==> config.mk <==
export PLATFORM = sky130hd
export DESIGN_NAME = indentation_aware_tokenizer_top
export DESIGN_NICKNAME = d
export VERILOG_FILES = /design/src/sv/iat_pkg.sv /design/src/sv/iat_step.sv /design/src/sv/indentation_aware_tokenizer_top.sv
export SDC_FILE = /design/constraint.sdc
export NUM_CORES = 1
export LEC_CHECK = 0
export BUFFER_PORTS_ARGS = -buffer_cell sky130_fd_sc_hd__buf_2
export CAP_MARGIN = 5
export CORE_MARGIN = 5
export CORE_UTILIZATION = 45
export DETAILED_ROUTE_END_ITERATION = 10
export SETUP_SLACK_MARGIN = 0.02
export SKIP_LAST_GASP = 1
export SYNTH_ARGS = -nofsm -noshare
export SYNTH_HDL_FRONTEND = slang
export SYNTH_SLANG_ARGS = --single-unit
==> constraint.sdc <==
create_clock -name clk -period 10.4 [get_ports clk]
set_input_delay 2.08 -clock clk [delete_from_list [all_inputs] [get_ports clk]]
set_output_delay 2.08 -clock clk [all_outputs]
set_load 0.02 [all_outputs]
==> src/sv/iat_pkg.sv <==
// iat_pkg: token kinds, lexer phases, character classes and keyword table
// shared by the tokenizer step logic and the top level; no dependencies
`default_nettype none
package iat_pkg;

  localparam int KeywordCharsDef = 8;
  localparam int PositionBitsDef = 32;
  localparam int MaxTokens = 4;
  localparam int TokBits = 63; // kind 6 + indent 8 + start 32 + length 16 + last 1

  localparam logic [5:0] K_EOF     = 6'd0;
  localparam logic [5:0] K_EOL     = 6'd1;
  localparam logic [5:0] K_INDENT  = 6'd2;
  localparam logic [5:0] K_NUMBER  = 6'd3;
  localparam logic [5:0] K_STRING  = 6'd4;
  localparam logic [5:0] K_WORD    = 6'd5;
  localparam logic [5:0] K_KW0     = 6'd6;
  localparam logic [5:0] K_OP0     = 6'd16;
  localparam logic [5:0] K_OPEQ0   = 6'd24;
  localparam logic [5:0] K_PUNCT0  = 6'd32;
  localparam logic [5:0] K_UNKNOWN = 6'd40;

  localparam logic [2:0] PH_IDLE  = 3'd0;
  localparam logic [2:0] PH_WORD  = 3'd1;
  localparam logic [2:0] PH_NUM   = 3'd2;
  localparam logic [2:0] PH_DOT   = 3'd3;
  localparam logic [2:0] PH_OPER  = 3'd4;
  localparam logic [2:0] PH_QUOTE = 3'd5;

  typedef struct packed {
    logic [5:0]  kind;
    logic [7:0]  indent_count;
    logic [31:0] start_offset;
    logic [15:0] token_length;
    logic        last_of_run;
  } tok_t;

  typedef struct packed {
    logic [2:0] phase;
    logic [2:0] held_op;
    logic       quote_dbl;
    logic       esc;
    logic       num_point;
    logic       in_comment;
    logic       line_start;
    logic       eol_pending;
    logic       any_sent;
    logic [7:0] indent;
    logic [15:0] lex_count;
  } lex_state_t;

  // lexer state after reset: idle at the start of a line
  localparam lex_state_t LexReset = '{
    phase: PH_IDLE, held_op: 3'd0, quote_dbl: 1'b0, esc: 1'b0, num_point: 1'b0,
    in_comment: 1'b0, line_start: 1'b1, eol_pending: 1'b0, any_sent: 1'b0,
    indent: 8'd0, lex_count: 16'd0
  };

  // keyword text, first character in the low byte, padded with zeros
  localparam logic [63:0] KW_TEXT [10] = '{
    64'h0000_6164_626d_616c, // lambda
    64'h0000_0000_0066_6564, // def
    64'h0000_6e72_7574_6572, // return
    64'h0000_0000_0000_6669, // if
    64'h0000_0000_6669_6c65, // elif
    64'h0000_0000_6573_6c65, // else
    64'h0000_0000_7373_6170, // pass
    64'h0000_0065_6c69_6877, // while
    64'h0000_006b_6165_7262, // break
    64'h6575_6e69_746e_6f63  // continue
  };
  localparam logic [3:0] KW_LEN [10] = '{4'd6, 4'd3, 4'd6, 4'd2, 4'd4,
                                         4'd4, 4'd4, 4'd5, 4'd5, 4'd8};

  function automatic logic is_digit(input logic [7:0] c);
    return c >= 8'h30 && c <= 8'h39;
  endfunction

  function automatic logic is_alpha(input logic [7:0] c);
    return (c >= 8'h61 && c <= 8'h7a) || (c >= 8'h41 && c <= 8'h5a);
  endfunction

  function automatic logic is_wordc(input logic [7:0] c);
    return is_alpha(c) || is_digit(c) || c == 8'h5f;
  endfunction

  function automatic logic is_break(input logic [7:0] c);
    return c == 8'h0d || c == 8'h0a;
  endfunction

  // operator index, bit 3 set when found
  function automatic logic [3:0] op_index(input logic [7:0] c);
    case (c)
      8'h3c:   return 4'h8;
      8'h3e:   return 4'h9;
      8'h21:   return 4'ha;
      8'h3d:   return 4'hb;
      8'h2b:   return 4'hc;
      8'h2d:   return 4'hd;
      8'h2a:   return 4'he;
      8'h2f:   return 4'hf;
      default: return 4'h0;
    endcase
  endfunction

  function automatic logic [3:0] punct_index(input logic [7:0] c);
    case (c)
      8'h2e:   return 4'h8;
      8'h2c:   return 4'h9;
      8'h3a:   return 4'ha;
      8'h3b:   return 4'hb;
      8'h28:   return 4'hc;
      8'h29:   return 4'hd;
      8'h5b:   return 4'he;
      8'h5d:   return 4'hf;
      default: return 4'h0;
    endcase
  endfunction

  function automatic logic [15:0] sat_inc(input logic [15:0] v);
    return (v == 16'hffff) ? v : v + 16'd1;
  endfunction

endpackage
`default_nettype wire

==> src/sv/iat_step.sv <==
// iat_step: combinational next state and up to four tokens for one input word
// depends on iat_pkg; keyword buffer supplied by the top level
`default_nettype none
module iat_step import iat_pkg::*; #(
  parameter int KEYWORD_CHARS = KeywordCharsDef,
  parameter int POSITION_BITS = PositionBitsDef
) (
  input  wire logic [7:0]                   c,
  input  wire logic                         eoi,
  input  wire lex_state_t                   st,
  input  wire logic [POSITION_BITS-1:0]     pos,
  input  wire logic [POSITION_BITS-1:0]     tstart,
  input  wire logic [KEYWORD_CHARS*8-1:0]   kwbuf,
  output lex_state_t                        st_nxt,
  output logic [POSITION_BITS-1:0]          tstart_nxt,
  output logic                              kw_we,
  output logic [2:0]                        tok_cnt,
  output tok_t                              toks [MaxTokens]
);

  function automatic logic [31:0] lo32(input logic [POSITION_BITS-1:0] v);
    logic [47:0] w;
    w = 48'(v);
    return w[31:0];
  endfunction

  // keyword lookup over the captured characters
  logic [5:0] word_kind;
  always_comb begin
    word_kind = K_WORD;
    for (int k = 0; k < 10; k++) begin
      logic hit;
      hit = (st.lex_count == 16'(KW_LEN[k]));
      for (int j = 0; j < 8; j++)
        if (j < int'(KW_LEN[k]) && kwbuf[j*8 +: 8] != KW_TEXT[k][j*8 +: 8]) hit = 1'b0;
      if (hit) word_kind = K_KW0 + 6'(k);
    end
  end

  // token of the phase being closed
  tok_t close_tok;
  logic close_v;
  always_comb begin
    close_tok = '0;
    close_tok.start_offset = lo32(tstart);
    close_v = 1'b1;
    case (st.phase)
      PH_WORD:  begin close_tok.kind = word_kind; close_tok.token_length = st.lex_count; end
      PH_NUM:   begin close_tok.kind = K_NUMBER; close_tok.token_length = st.lex_count; end
      PH_DOT:   begin close_tok.kind = K_PUNCT0; close_tok.token_length = 16'd1; end
      PH_OPER:  begin close_tok.kind = K_OP0 + 6'(st.held_op); close_tok.token_length = 16'd1; end
      PH_QUOTE: begin close_tok.kind = K_STRING; close_tok.token_length = st.lex_count; end
      default:  close_v = 1'b0;
    endcase
  end

  always_comb begin
    lex_state_t s;
    logic [POSITION_BITS-1:0] ts;
    logic taken;
    logic [2:0] n;
    tok_t t;
    logic [3:0] oi, pi;
    s = st;
    ts = tstart;
    taken = 1'b0;
    n = 3'd0;
    kw_we = 1'b0;
    oi = op_index(c);
    pi = punct_index(c);
    for (int i = 0; i < MaxTokens; i++) toks[i] = '0;
    t = '0;
    if (eoi) begin
      if (close_v) begin
        toks[0] = close_tok;
        n = 3'd1;
      end
      t.kind = K_EOF;
      t.start_offset = lo32(pos);
      toks[n[1:0]] = t;
      n = n + 3'd1;
      s = '0;
      s.line_start = 1'b1;
      ts = '0;
    end else begin
      // continue or close the open token
      case (st.phase)
        PH_WORD: begin
          if (is_wordc(c)) begin
            kw_we = 1'b1;
            s.lex_count = sat_inc(st.lex_count);
            taken = 1'b1;
          end else begin
            toks[0] = close_tok; n = 3'd1; s.phase = PH_IDLE;
          end
        end
        PH_NUM: begin
          if (is_digit(c)) begin
            s.lex_count = sat_inc(st.lex_count); taken = 1'b1;
          end else if (c == 8'h2e && !st.num_point) begin
            s.num_point = 1'b1; s.lex_count = sat_inc(st.lex_count); taken = 1'b1;
          end else begin
            toks[0] = close_tok; n = 3'd1; s.phase = PH_IDLE;
          end
        end
        PH_DOT: begin
          if (is_digit(c)) begin
            s.phase = PH_NUM; s.num_point = 1'b1; s.lex_count = 16'd2; taken = 1'b1;
          end else begin
            toks[0] = close_tok; n = 3'd1; s.phase = PH_IDLE;
          end
        end
        PH_OPER: begin
          s.phase = PH_IDLE;
          if (c == 8'h3d) begin
            t.kind = K_OPEQ0 + 6'(st.held_op);
            t.start_offset = lo32(tstart);
            t.token_length = 16'd2;
            toks[0] = t; n = 3'd1; taken = 1'b1;
          end else begin
            toks[0] = close_tok; n = 3'd1;
          end
        end
        PH_QUOTE: begin
          s.lex_count = sat_inc(st.lex_count);
          taken = 1'b1;
          if (st.esc) s.esc = 1'b0;
          else if (c == 8'h5c) s.esc = 1'b1;
          else if (c == (st.quote_dbl ? 8'h22 : 8'h27)) begin
            toks[0] = close_tok;
            toks[0].token_length = s.lex_count;
            n = 3'd1; s.phase = PH_IDLE;
          end
        end
        default: s.phase = PH_IDLE;
      endcase
      if (n != 3'd0) s.any_sent = 1'b1;
      // from an idle lexer: line breaks, indentation, comments, or start a new token
      if (!taken) begin
        if (s.in_comment || is_break(c)) begin
          if (is_break(c)) begin
            if (s.any_sent && !s.eol_pending) begin
              s.eol_pending = 1'b1;
              ts = pos;
            end
            s.in_comment = 1'b0;
            s.line_start = 1'b1;
            s.indent = 8'd0;
          end
        end else if (c == 8'h20 || c == 8'h09) begin
          if (s.line_start && s.indent != 8'hff) s.indent = s.indent + 8'd1;
        end else if (c == 8'h23) begin
          s.in_comment = 1'b1;
        end else begin
          if (s.line_start) begin
            if (s.eol_pending) begin
              t = '0;
              t.kind = K_EOL;
              t.start_offset = lo32(ts);
              t.token_length = 16'd1;
              toks[n[1:0]] = t;
              n = n + 3'd1;
            end
            s.eol_pending = 1'b0;
            t = '0;
            t.kind = K_INDENT;
            t.indent_count = s.indent;
            t.start_offset = lo32(pos);
            toks[n[1:0]] = t;
            n = n + 3'd1;
            s.line_start = 1'b0;
          end
          ts = pos;
          s.lex_count = 16'd1;
          t = '0;
          t.start_offset = lo32(pos);
          t.token_length = 16'd1;
          if (c == 8'h27 || c == 8'h22) begin
            s.phase = PH_QUOTE; s.quote_dbl = (c == 8'h22); s.esc = 1'b0;
          end else if (c == 8'h2e) begin
            s.phase = PH_DOT;
          end else if (is_digit(c)) begin
            s.phase = PH_NUM; s.num_point = 1'b0;
          end else if (oi[3]) begin
            s.phase = PH_OPER; s.held_op = oi[2:0];
          end else if (pi[3]) begin
            t.kind = K_PUNCT0 + 6'(pi[2:0]);
            toks[n[1:0]] = t; n = n + 3'd1;
          end else if (is_alpha(c) || c == 8'h5f) begin
            s.phase = PH_WORD;
            kw_we = 1'b1;
          end else begin
            t.kind = K_UNKNOWN;
            toks[n[1:0]] = t; n = n + 3'd1;
          end
          if (n != 3'd0) s.any_sent = 1'b1;
        end
      end
      if (n != 3'd0) toks[n[1:0] - 2'd1].last_of_run = 1'b1;
    end
    if (eoi) toks[n[1:0] - 2'd1].last_of_run = 1'b1;
    st_nxt = s;
    tstart_nxt = ts;
    tok_cnt = n;
  end

endmodule
`default_nettype wire

==> src/sv/indentation_aware_tokenizer_top.sv <==
// indentation_aware_tokenizer_top: one byte per cycle into the token stream
// latency: a word's first token shows on out_* the cycle after acceptance
// throughput: one input word per cycle while the queue keeps up; a word giving more than one token (up to four)
//   stalls the input while the token queue drains to its last entry, longer when out_tready is low
// reset: synchronous active-low rst_n clears lexer state and the token queue
// depends on iat_pkg and iat_step
`default_nettype none
module indentation_aware_tokenizer_top import iat_pkg::*; #(
  parameter int KEYWORD_CHARS = KeywordCharsDef,
  parameter int POSITION_BITS = PositionBitsDef
) (
  input  wire logic        clk,
  input  wire logic        rst_n,
  input  wire logic        in_tvalid,
  output logic             in_tready,
  input  wire logic [7:0]  in_tdata,  // char_code
  input  wire logic        in_tlast,  // end_of_input
  output logic             out_tvalid,
  input  wire logic        out_tready,
  output logic [63:0]      out_tdata, // kind, indent_count, start_offset, token_length
  output logic             out_tlast  // last_of_run
);

  localparam int CW = $clog2(KEYWORD_CHARS);

  lex_state_t               st_r, st_nxt;
  logic [POSITION_BITS-1:0] pos_r, tstart_r, tstart_nxt;
  logic [7:0]               kw_r [KEYWORD_CHARS];
  logic [KEYWORD_CHARS*8-1:0] kwbuf;
  logic                     kw_we;
  logic [2:0]               tok_cnt;
  tok_t                     toks [MaxTokens];
  tok_t                     q_r [MaxTokens];
  logic [2:0]               qn_r;
  logic [1:0]               qh_r;
  logic                     acc, pop;

  always_comb
    for (int i = 0; i < KEYWORD_CHARS; i++) kwbuf[i*8 +: 8] = kw_r[i];

  iat_step #(.KEYWORD_CHARS(KEYWORD_CHARS), .POSITION_BITS(POSITION_BITS)) u_step (
    .c(in_tdata), .eoi(in_tlast), .st(st_r), .pos(pos_r), .tstart(tstart_r),
    .kwbuf(kwbuf), .st_nxt(st_nxt), .tstart_nxt(tstart_nxt), .kw_we(kw_we),
    .tok_cnt(tok_cnt), .toks(toks)
  );

  // accept when the token queue is empty or drains its last entry now
  assign pop = out_tvalid && out_tready;
  assign in_tready = (qn_r == 3'd0) || (qn_r == 3'd1 && pop);
  assign acc = in_tvalid && in_tready;

  // lexer state
  always_ff @(posedge clk) begin
    if (!rst_n) begin
      st_r <= LexReset;
      pos_r <= '0;
      tstart_r <= '0;
    end else if (acc) begin
      st_r <= st_nxt;
      tstart_r <= tstart_nxt;
      pos_r <= in_tlast ? '0 : pos_r + 1'b1;
    end
  end

  // keyword character capture, only the first KEYWORD_CHARS kept
  always_ff @(posedge clk) begin
    if (acc && kw_we) begin
      if (st_r.phase != PH_WORD || st_nxt.phase != PH_WORD || !acc)
        kw_r[0] <= in_tdata;
      else if (st_r.lex_count < 16'(KEYWORD_CHARS))
        kw_r[st_r.lex_count[CW-1:0]] <= in_tdata;
    end
  end

  // token queue
  always_ff @(posedge clk) begin
    if (!rst_n) begin
      qn_r <= '0;
      qh_r <= '0;
    end else if (acc) begin
      qn_r <= tok_cnt;
      qh_r <= '0;
    end else if (pop) begin
      qn_r <= qn_r - 3'd1;
      qh_r <= qh_r + 2'd1;
    end
  end

  always_ff @(posedge clk)
    if (acc) for (int i = 0; i < MaxTokens; i++) q_r[i] <= toks[i];

  assign out_tvalid = qn_r != 3'd0;
  assign out_tdata = {2'b00, q_r[qh_r].token_length, q_r[qh_r].start_offset,
                      q_r[qh_r].indent_count, q_r[qh_r].kind};
  assign out_tlast = q_r[qh_r].last_of_run;

`ifndef SYNTHESIS
  a_qn_max: assert property (@(posedge clk) disable iff (!rst_n) qn_r <= 3'd4)
    else $error("token queue overfull");
  a_eof_tok: assert property (@(posedge clk) disable iff (!rst_n)
    acc && in_tlast |=> out_tvalid)
    else $error("end mark gave no token");
  a_eof_reset: assert property (@(posedge clk) disable iff (!rst_n)
    acc && in_tlast |=> st_r.line_start && pos_r == '0)
    else $error("state not restarted after end mark");
  a_no_acc_busy: assert property (@(posedge clk) disable iff (!rst_n)
    qn_r > 3'd1 |-> !in_tready)
    else $error("input taken while tokens wait");
`endif

endmodule
`default_nettype wire
==> results of run 1 <==
[critical path, stage by stage]
cell     delay (ns)
buf_2          0.41
inv_1          0.24
nor4_1         0.35
nand4_1        0.45
a21oi_1        0.58
nor2_2         0.18
ha_1           0.33
nand2_1        0.11
o31ai_2        0.16
inv_1          0.17
ha_1           0.29
nand2_1        0.15
and2_1         0.19
o21ai_2        0.63
buf_4          0.41
a22o_1         0.19
[synth_stat cells (5+ instances only)]
master / n / area [µm²]
or3_1: 12 / 75.1
nor2b_1: 10 / 62.6
a22o_1: 68 / 596
or4_1: 8 / 60.1
nor4_1: 27 / 169
dfxtp_1: 108 / 2160
a31oi_1: 19 / 119
nor2_1: 113 / 424
nand4_1: 61 / 382
inv_1: 31 / 116
clkbuf_1: 81 / 304
nor4b_1: 6 / 52.6
mux4_2: 47 / 1060
nand2b_1: 14 / 87.6
a32oi_1: 8 / 70.1
o211ai_1: 14 / 105
o21ai_0: 77 / 385
a211oi_1: 5 / 37.5
and3_1: 19 / 119
xnor2_1: 18 / 158
edfxtp_1: 266 / 7990
nor3_1: 39 / 195
and4_1: 8 / 70.1
nor3b_1: 8 / 60.1
nand3_1: 54 / 270
and2_1: 133 / 832
o21a_1: 7 / 52.6
o31ai_1: 6 / 45.0
o22ai_1: 14 / 87.6
buf_2: 24 / 120
mux2i_1: 11 / 110
a21oi_1: 73 / 365
nand2_1: 142 / 533
xor2_1: 24 / 210
a21o_1: 6 / 45.0
nand3b_1: 8 / 60.1
or2_2: 6 / 37.5
ha_1: 19 / 238
buf_1: 12 / 45.0
o21ai_1: 8 / 40.0
[where the power goes]
group / internal [mW] / switching (mW)
logic: 0.361 / 0.762
clock network: 0.865 / 0.601
registers: 1.93 / 0.0872
total: 3.16 / 1.45
[state kept, by name (all words and copies together), names as in the netlist, named ones only]
name and count:
kw_r 64, tstart_r 32, q_r 202, qh_r 2, qn_r 3, pos_r 32, st_r 37
[kinds of logic after synthesis]
family                     synth area share, %
and+or+nand+nor                           20.2
muxes                                     6.26
adders and majority gates                 1.26
xor gates and xnor gates                  1.95
buffers and inverters                     3.42
other                                   0.0199
DFF                                       53.9
AOI/OAI and AO/OA                         13.0
[area by class of cell]
class                      count  area, µm²  share of cell area [%]
clock buffer                  55       1120                    5.33
clock inverter                20        241                    1.15
inverter                      34        135                   0.644
multi-input combinational   1179       8090                    38.5
sequential                   374      10200                    48.4
tap                          539        674                    3.21
timing repair buffer         104        586                    2.79
[per-stage QoR]
step	hold slack [ns]	worst slack [ns]
finish	0.474	3.86
global placement	0.458	3.62
detailed placement	0.465	3.37
floorplan	0.444	1.36
global route	0.494	3.54
CTS	0.476	3.98
[routing by layer]
metal  wire length, µm  vias up  GRT usage [%]
li1                  -     6519              -
met1             22600     6862           30.1
met2             23700      449           34.7
met3              2840      103           3.64
met4              1540        2           7.24
met5                 7        -              0
[cell usage in the layout (no fill, tap or decap), drive strengths merged, types with 9 or more instances in the layout]
cell / netlist / routed
dfxtp: 108 / 108
clkbuf: 83 / 55
nand2: 142 / 142
nor3b: 9 / 9
or3: 12 / 12
xnor2: 18 / 18
nand3: 54 / 54
o22ai: 14 / 14
edfxtp: 266 / 266
o211ai: 14 / 14
ha: 19 / 19
a31oi: 19 / 19
mux2i: 11 / 11
nor4: 29 / 29
and2: 134 / 134
xor2: 24 / 24
clkinv: 3 / 13
mux4: 47 / 47
nand4: 61 / 61
o21ai: 85 / 85
nand2b: 14 / 14
nor2b: 10 / 10
a22o: 68 / 68
a21oi: 74 / 74
and3: 19 / 19
inv: 31 / 34
nor3: 40 / 40
buf: 40 / 104
nor2: 114 / 114
[final timing paths]
check / slack, ns / end / from
setup / recovery: 3.86 / q_r[1][41] / in_tdata[1]
hold reg to reg: 0.47 / tstart_r[29] / tstart_r[29]
hold / removal: 0.47 / tstart_r[29] / tstart_r[29]
setup reg to reg: 5.12 / q_r[1][41] / st_r[36]
==> summary.txt, run 1 <==
Power and ir drop
  – PwrDens: 219 mW/mm²
  – VDD IR max: 0.000146 V
  – LEAKAGE: 7.03 nW
  – Total power: 4.61 mW

Run
  – Max Cap Violations: 0

Clock network
  – Hold-fix buffers, CTS: 0
  – CTS tree: yes
  – CTS buffer count: 41
  – CTS Sinks: 374
  – Resized Gates After CTS: 0
  – Clock Latency Late Sink: 0.58 ns
  – Longest Clk Path Bufs: 3
  – Post-CTS Setup Inserts: 0
  – H-tree depth: 2
  – Clock root buffer: clkbuf_16
  – CTS clock-pin slew for the worst setup and hold paths: 0.06 ns

Finish
  – Post-route cell area: 0.0210 mm²
  – Share of layout cells above drive strength 1: 14.0%
  – Final #Nets: 1,766
  – Fill cell count: 3,761
  – Ant diodes: 0
  – Syn-to-layout area delta: 11.5%
  – Finished Layout Cells: 2,305
  – Fin util: 50.4%

GRT
  – Largest net degree at the start of global routing: 84
  – Total track usage: 21.6%
  – Initial antenna violation count: 1
  – Vias in the first global route: 13,700
  – Global-route wire length before repair: 79,500 µm
  – Overflow after GRT: 0

Floorplan
  – Die X: 215 µm
  – DIE HEIGHT: 215 µm
  – Starting density of the core: 45.2%
  – Num rows: 75
  – Ports: 80
  – Die ar.: 0.0460 mm²
  – Core area: 0.0417 mm²

Setup path
  – Endpoint class of the critical path: register
  – Reg2Reg Depth: 15
  – Crit path DAT: 6.97 ns
  – Crit path launch type: input pin
  – Critical Path RT: 10.84 ns
  – Kind of critical path: input pin to register
  – Worst-path fanout max: 28

Route
  – TritonRoute pass-1 iters: 6
  – Initial drt markers: 1,234
  – # DRC: 0
  – DR vias: 13,900
  – Via density: 6.05
  – Routed Antenna Nets: 0
  – Post-Route WL: 50,700 µm
  – WL/cell: 22.0 µm

Placement
  – Final RePlAce weighted congestion: 0.934
  – DP Cell Count: 2,230
  – Detailed-placement wirelength estimate: 33,400 µm
  – Post-DP Area: 0.0196 mm²
  – PortBufs: 77

Synthesis
  – Post-synthesis sequential area ratio: 53.9%
  – Synth Register Bits: 374
  – Distinct cell type count after synthesis: 94
  – Post-synth ARST share: 0%
  – Mean Syn Cell Area: 11.0 µm²
  – Top_reg_cell synth: edfxtp_1
  – Post-synth EDFFs: 266
  – Post-Syn Area: 0.0188 mm²
  – YS warnings: 0
  – Post-Synthesis Cells: 1,709

STA
  – RSZ-0062 raised after global routing: false
  – Finish-stage setup viols: 0
  – Clk_skew: 0.0392 ns
  – Max-slew headroom: 25.4%
  – Slew @ Worst Pin: 1.11 ns
  – Min Clock Period, post-route: 6.54 ns
  – Part of the cycle the worst path needs: 62.8%
  – Fmax: 153 MHz
  – Hold Violations, Final: 0
  – Max-slew violation count: 0
  – Setup TNS: 0 ns

Status
  – Status: complete, no violations

Hold path
  – Min-Delay Path Class: register to register
  – Hold-critical path depth: 2
(Power assumes the default switching activity.)
==> run 2: changes to the inputs <==
==> constraint.sdc (replaced) <==
create_clock -name clk -period 6.5 [get_ports clk]
set_input_delay 1.3 -clock clk [delete_from_list [all_inputs] [get_ports clk]]
set_output_delay 1.3 -clock clk [all_outputs]
set_load 0.02 [all_outputs]
==> summary.txt, run 2 (synthesis gave the netlist of run 1 again) <==
Floorplan
  – Die X: 215 µm (unchanged)
  – Ports: 80 (unchanged)
  – Core area: 0.0417 mm² (unchanged)
  – Num rows: 75 (unchanged)
  – DIE HEIGHT: 215 µm (unchanged)
  – Starting density of the core: 45.2% (unchanged)
  – Die ar.: 0.0460 mm² (unchanged)

Finish
  – Multi-input gate area: 0.00807 mm² (-0.19%)
  – Post-route cell area: 0.0210 mm² (about the same)
  – Syn-to-layout area delta: 11.5% (about the same)
  – Max FFs per register: 202 (unchanged)
  – Most common cell after layout, fill and taps aside: edfxtp_1
  – FF+latch area: 0.0102 mm² (unchanged)
  – Biggest regs: q_r: 202 flops, kw_r: 64 flops, st_r: 37 flops
  – Ant diodes: 0 (unchanged)
  – Fin util: 50.4% (about the same)
  – Finished Layout Cells: 2,310 (+0.22%)
  – Most frequent cells in the layout: 266 x edfxtp_1, 142 x nand2_1, 133 x and2_1, 113 x nor2_1, 106 x dfxtp_1
  – Biggest register: q_r
  – Fill cell count: 3,792 (+0.82%)
  – Share of layout cells above drive strength 1: 14.3% (+0.36 points)
  – Final #Nets: 1,773 (+0.40%)

Setup path
  – Critical Path RT: 6.93 ns (-3.91 ns)
  – CP Cell Sequence: buf_2, inv_1, nor4_1, nand4_1, a21oi_1, nor2_2, ha_1, nor2_1, inv_1, ha_1, a21boi_0, o21ai_0, o21ai_2, buf_4, a22o_1
  – CP max stage cell: a21oi_1
  – Kind of critical path: input pin to register
  – CP peak stage delay: 0.54 ns (-0.09 ns)
  – Crit-path leading delay family: compound AO/OA/AOI/OAI gates
  – Worst-path fanout max: 32 (+14%)
  – Endpoint class of the critical path: register
  – Crit path launch type: input pin
  – Crit path DAT: 5.75 ns (-1.22 ns)
  – Worst path bufs/invs: 4 (unchanged)

GRT
  – Vias in the first global route: 13,600 (-0.25%)
  – Largest net degree at the start of global routing: 130 (+55%)
  – Total track usage: 21.8% (+0.23 points)
  – Overflow after GRT: 0 (unchanged)
  – Global-route wire length before repair: 80,800 µm (+1.6%)
  – Global Route met3 Usage: 3.57% (-0.071 points)
  – Grt peak-use layer: met2
  – Met1 Use GR: 30.1% (about the same)
  – Met2 Use GR: 36.1% (+1.4 points)
  – Initial antenna violation count: 1 (unchanged)

STA
  – Finish-stage setup viols: 0 (unchanged)
  – Fmax: 188 MHz
  – Worst setup margin: 1.18 ns (-2.69 ns)
  – Max-slew violation count: 0 (unchanged)
  – Part of the cycle the worst path needs: 81.9%
  – Setup TNS: 0 ns (unchanged)
  – Hold Violations, Final: 0 (unchanged)
  – RSZ-0062 raised after global routing: false
  – Slew @ Worst Pin: 1.02 ns (-0.0883 ns)
  – Max-slew headroom: 31.8% (+6.5 points)
  – Hold slack: 0.471 ns (-0.00267 ns)
  – Min Clock Period, post-route: 5.32 ns
  – Clk_skew: 0.0142 ns (-0.0250 ns)

Route
  – Via density: 6.03 (-0.21%)
  – Routed Antenna Nets: 0 (unchanged)
  – Post-Route WL: 51,200 µm (+0.93%)
  – TritonRoute pass-1 iters: 6 (unchanged)
  – # DRC: 0 (unchanged)
  – Initial drt markers: 1,066 (-14%)
  – WL/cell: 22.2 µm (+0.71%)
  – DR vias: 13,900 (+0.0072%)

Clock network
  – CTS Sinks: 374 (unchanged)
  – Hold-fix buffers, CTS: 0 (unchanged)
  – Resized Gates After CTS: 0 (unchanged)
  – Clock root buffer: clkbuf_16
  – CTS clock-pin slew for the worst setup and hold paths: 0.06 ns (about the same)
  – Post-CTS Setup Inserts: 0 (unchanged)
  – H-tree depth: 2 (unchanged)
  – Longest Clk Path Bufs: 3 (unchanged)
  – Clock Latency Late Sink: 0.56 ns (-0.02 ns)
  – CTS buffer count: 39 (-4.9%)
  – CTS tree: yes

Placement
  – Post-DP Area: 0.0197 mm² (+0.28%)
  – Detailed-placement wirelength estimate: 33,700 µm (+1.2%)
  – DP Cell Count: 2,239 (+0.40%)
  – Final RePlAce weighted congestion: 0.922 (-1.3%)
  – Post-place setup slack: 0.697 ns (-2.68 ns)
  – PortBufs: 77 (unchanged)

Power and ir drop
  – Total power: 7.32 mW (+59%)
  – VDD IR max: 0.000835 V (+470%)
  – LEAKAGE: 7.05 nW (+0.20%)
  – PwrDens: 349 mW/mm² (+59%)

Status
  – Status: complete, no violations

Run
  – Max Cap Violations: 0 (unchanged)

Hold path
  – Min-Delay Path Class: register to register
==> run 2: cell types whose count changed in the layout (fill, tap and decap cells not counted), moves of 2 or more <==
cell       previous run  this run
clkbuf_8              2         4
a21oi_2               0         2
clkbuf_1             11         9
buf_4                26        36
a21oi_4               3         1
clkbuf_16            42        39
clkinv_4              2         0
==> run 2: tightest hold or removal path, delay by kind of cell (launching register included) <==
kind | cells | cell delay, ns
DFF | 1 | 0.32
AOI/OAI and AO/OA | 1 | 0.06
and+or+nand+nor | 1 | 0.05
==> run 2: layer usage <==
metal,vias up,part of all wire (%)
met1,6809,44
met3,100,5.8
met4,2,2.7
met5,-,0.021
met2,488,48
li1,6537,-
==> run 2: area by class of cell <==
class / instances / area share, %
clock buffer: 52 / 5.07
clock inverter: 19 / 1.14
inverter: 34 / 0.644
multi-input combinational: 1179 / 38.4
sequential: 374 / 48.4
tap: 539 / 3.21
timing repair buffer: 113 / 3.12
==> run 2: final timing paths <==
path | start | endpoint | slack (ns) | depth (start not counted)
worst max-delay path | in_tdata[1] | q_r[0][40] | 1.18 | 15
worst min-delay path | tstart_r[10] | tstart_r[10] | 0.47 | 2
worst max register to register | st_r[36] | q_r[0][40] | 1.61 | 14
worst min register to register | tstart_r[10] | tstart_r[10] | 0.47 | 2
==> run 2: power breakdown <==
group	switching, mW	internal, mW	total (mW)
combinational	1.20	0.577	1.77
clock	0.948	1.33	2.28
sequential	0.182	3.09	3.27
total	2.33	5.00	7.32
==> run 3: changes to the inputs <==
==> constraint.sdc (replaced) <==
create_clock -name clk -period 5.39 [get_ports clk]
set_input_delay 1.078 -clock clk [delete_from_list [all_inputs] [get_ports clk]]
set_output_delay 1.078 -clock clk [all_outputs]
set_load 0.02 [all_outputs]
==> summary.txt, run 3 (synthesis gave the netlist of run 1 again) <==
Route
  – Routed Antenna Nets: 0 (unchanged)
  – Initial drt markers: 1,072 (+0.56%)
  – WL/cell: 22.3 µm (+0.66%)
  – DR vias: 14,100 (+1.5%)
  – # DRC: 0 (unchanged)
  – Post-Route WL: 52,100 µm (+1.8%)
  – TritonRoute pass-1 iters: 6 (unchanged)
  – Via density: 6.05 (+0.35%)

Power and ir drop
  – PwrDens: 412 mW/mm² (+18%)
  – VDD IR max: 0.000273 V (-67%)
  – Total power: 8.71 mW (+19%)
  – LEAKAGE: 7.14 nW (+1.3%)

Clock network
  – CTS Sinks: 374 (unchanged)
  – Post-CTS Setup Inserts: 0 (unchanged)
  – CTS buffer count: 40 (+2.6%)
  – Clock Latency Late Sink: 0.57 ns (about the same)
  – CTS tree: yes
  – Resized Gates After CTS: 0 (unchanged)
  – Longest Clk Path Bufs: 3 (unchanged)
  – Clock root buffer: clkbuf_16
  – CTS clock-pin slew for the worst setup and hold paths: 0.06 ns (about the same)
  – Hold-fix buffers, CTS: 0 (unchanged)
  – H-tree depth: 2 (unchanged)

Finish
  – Most frequent cells in the layout: 266 x edfxtp_1, 142 x nand2_1, 133 x and2_1, 113 x nor2_1, 106 x dfxtp_1
  – Most common cell after layout, fill and taps aside: edfxtp_1
  – Biggest regs: q_r: 202 flops, kw_r: 64 flops, st_r: 37 flops
  – Biggest register: q_r
  – Max FFs per register: 202 (unchanged)
  – Final #Nets: 1,797 (+1.4%)
  – Post-route cell area: 0.0211 mm² (+0.65%)
  – Share of layout cells above drive strength 1: 15.1% (+0.79 points)
  – Syn-to-layout area delta: 12.2%
  – Ant diodes: 0 (unchanged)

Setup path
  – Critical Path RT: 5.80 ns (-1.13 ns)
  – FF-to-FF setup slack: 0.97 ns (-0.64 ns)
  – CP Cell Sequence: buf_2, or2_1, o311ai_2, o21ai_1, nor3_2, nor2_2, ha_1, nor2_1, inv_1, ha_1, a22o_1, o21ai_0, a31oi_1, buf_4, a31oi_1
  – CP max stage cell: o21ai_0
  – Reg2Reg Depth: 14 (unchanged)
  – CP peak stage delay: 0.49 ns (-0.05 ns)
  – Worst-path fanout max: 29 (-9.4%)
  – Worst path bufs/invs: 3 (-1)
  – Worst reg2reg path endpoint: q_r[0][12]
  – Crit path launch type: input pin
  – Endpoint class of the critical path: register
  – Worst r2r src: st_r[35]
  – Crit path DAT: 4.86 ns (-0.89 ns)
  – Kind of critical path: input pin to register
  – Crit-path leading delay family: compound AO/OA/AOI/OAI gates

GRT
  – Vias in the first global route: 13,700 (+0.37%)
  – Global-route wire length before repair: 81,200 µm (+0.52%)
  – Overflow after GRT: 0 (unchanged)
  – Total track usage: 22.1% (+0.27 points)
  – Largest net degree at the start of global routing: 94 (-28%)
  – Initial antenna violation count: 2 (+1)

Floorplan
  – Ports: 80 (unchanged)
  – Starting density of the core: 45.2% (unchanged)
  – Num rows: 75 (unchanged)
  – Die X: 215 µm (unchanged)
  – DIE HEIGHT: 215 µm (unchanged)
  – Core area: 0.0417 mm² (unchanged)
  – Die ar.: 0.0460 mm² (unchanged)

STA
  – Max-slew headroom: 29.1% (-2.7 points)
  – Max-slew violation count: 0 (unchanged)
  – Part of the cycle the worst path needs: 82.4%
  – Hold Violations, Final: 0 (unchanged)
  – Worst setup margin: 0.948 ns (-0.231 ns)
  – Min Clock Period, post-route: 4.44 ns
  – RSZ-0062 raised after global routing: false
  – Clk_skew: 0.0268 ns (+0.0126 ns)
  – Slew @ Worst Pin: 1.06 ns (+0.0409 ns)
  – Fmax: 225 MHz
  – Hold slack: 0.472 ns (+0.000899 ns)
  – Setup TNS: 0 ns (unchanged)
  – Finish-stage setup viols: 0 (unchanged)

Placement
  – Detailed-placement wirelength estimate: 34,500 µm (+2.4%)
  – Post-DP Area: 0.0199 mm² (+1.1%)
  – PortBufs: 77 (unchanged)
  – Post-place setup slack: 0.450 ns (-0.246 ns)
  – Final RePlAce weighted congestion: 0.925 (+0.28%)

Hold path
  – Hold_sp: tstart_r[5]
  – Min-Delay Path Class: register to register
  – Hold EP: tstart_r[5]
  – Hold-critical path depth: 2 (unchanged)

Status
  – Status: complete, no violations

Run
  – Max Cap Violations: 0 (unchanged)
## run 3: report_power, final
group	switching, mW	internal (mW)
logic	1.44	0.738
clock network	1.13	1.44
registers	0.240	3.72
## run 3: cell type report
type                            instances  area, µm²
Clock buffer                           54       1090
Clock inverter                         20        135
Fill cell                            3739      20500
Inverter                               34        135
Multi-Input combinational cell       1179       8070
Sequential cell                       374      10200
Tap cell                              539        674
Timing Repair Buffer                  136        866
## run 3: tightest hold or removal path, cell delays in order, from the launching register on
cell,delay [ns]
dfxtp_1,0.32
nand2_1,0.05
o21ai_0,0.06
## run 3: through the flow
stage | std cells | util, %
after global placement | 2262 | 47.8
final | 2336 | 50.7
after global routing | 2336 | 50.7
after CTS | 2336 | 50.7
after detailed placement | 2262 | 47.8
after floorplan | 1710 | -
## run 3: worst max-delay path by stage
stage                           start  cells after the start    endpoint
after detailed placement  in_tdata[4]                     15   q_r[0][9]
after CTS                 in_tdata[4]                     15   q_r[3][0]
final                     in_tdata[4]                     15  q_r[0][12]
after global placement    in_tdata[4]                     15   q_r[3][0]
after global routing         st_r[35]                     15     qn_r[2]
after floorplan            out_tready                      9    st_r[17]
## run 3: per-layer routing
| layer | wire length (µm) | vias up | global-route usage (%) |
|---|---|---|---|
| met5 | 27 | - | 0 |
| met4 | 1430 | 4 | 6.14 |
| met3 | 3250 | 100 | 4.29 |
| met2 | 24400 | 497 | 35.9 |
| met1 | 23000 | 6947 | 30.6 |
| li1 | - | 6594 | - |
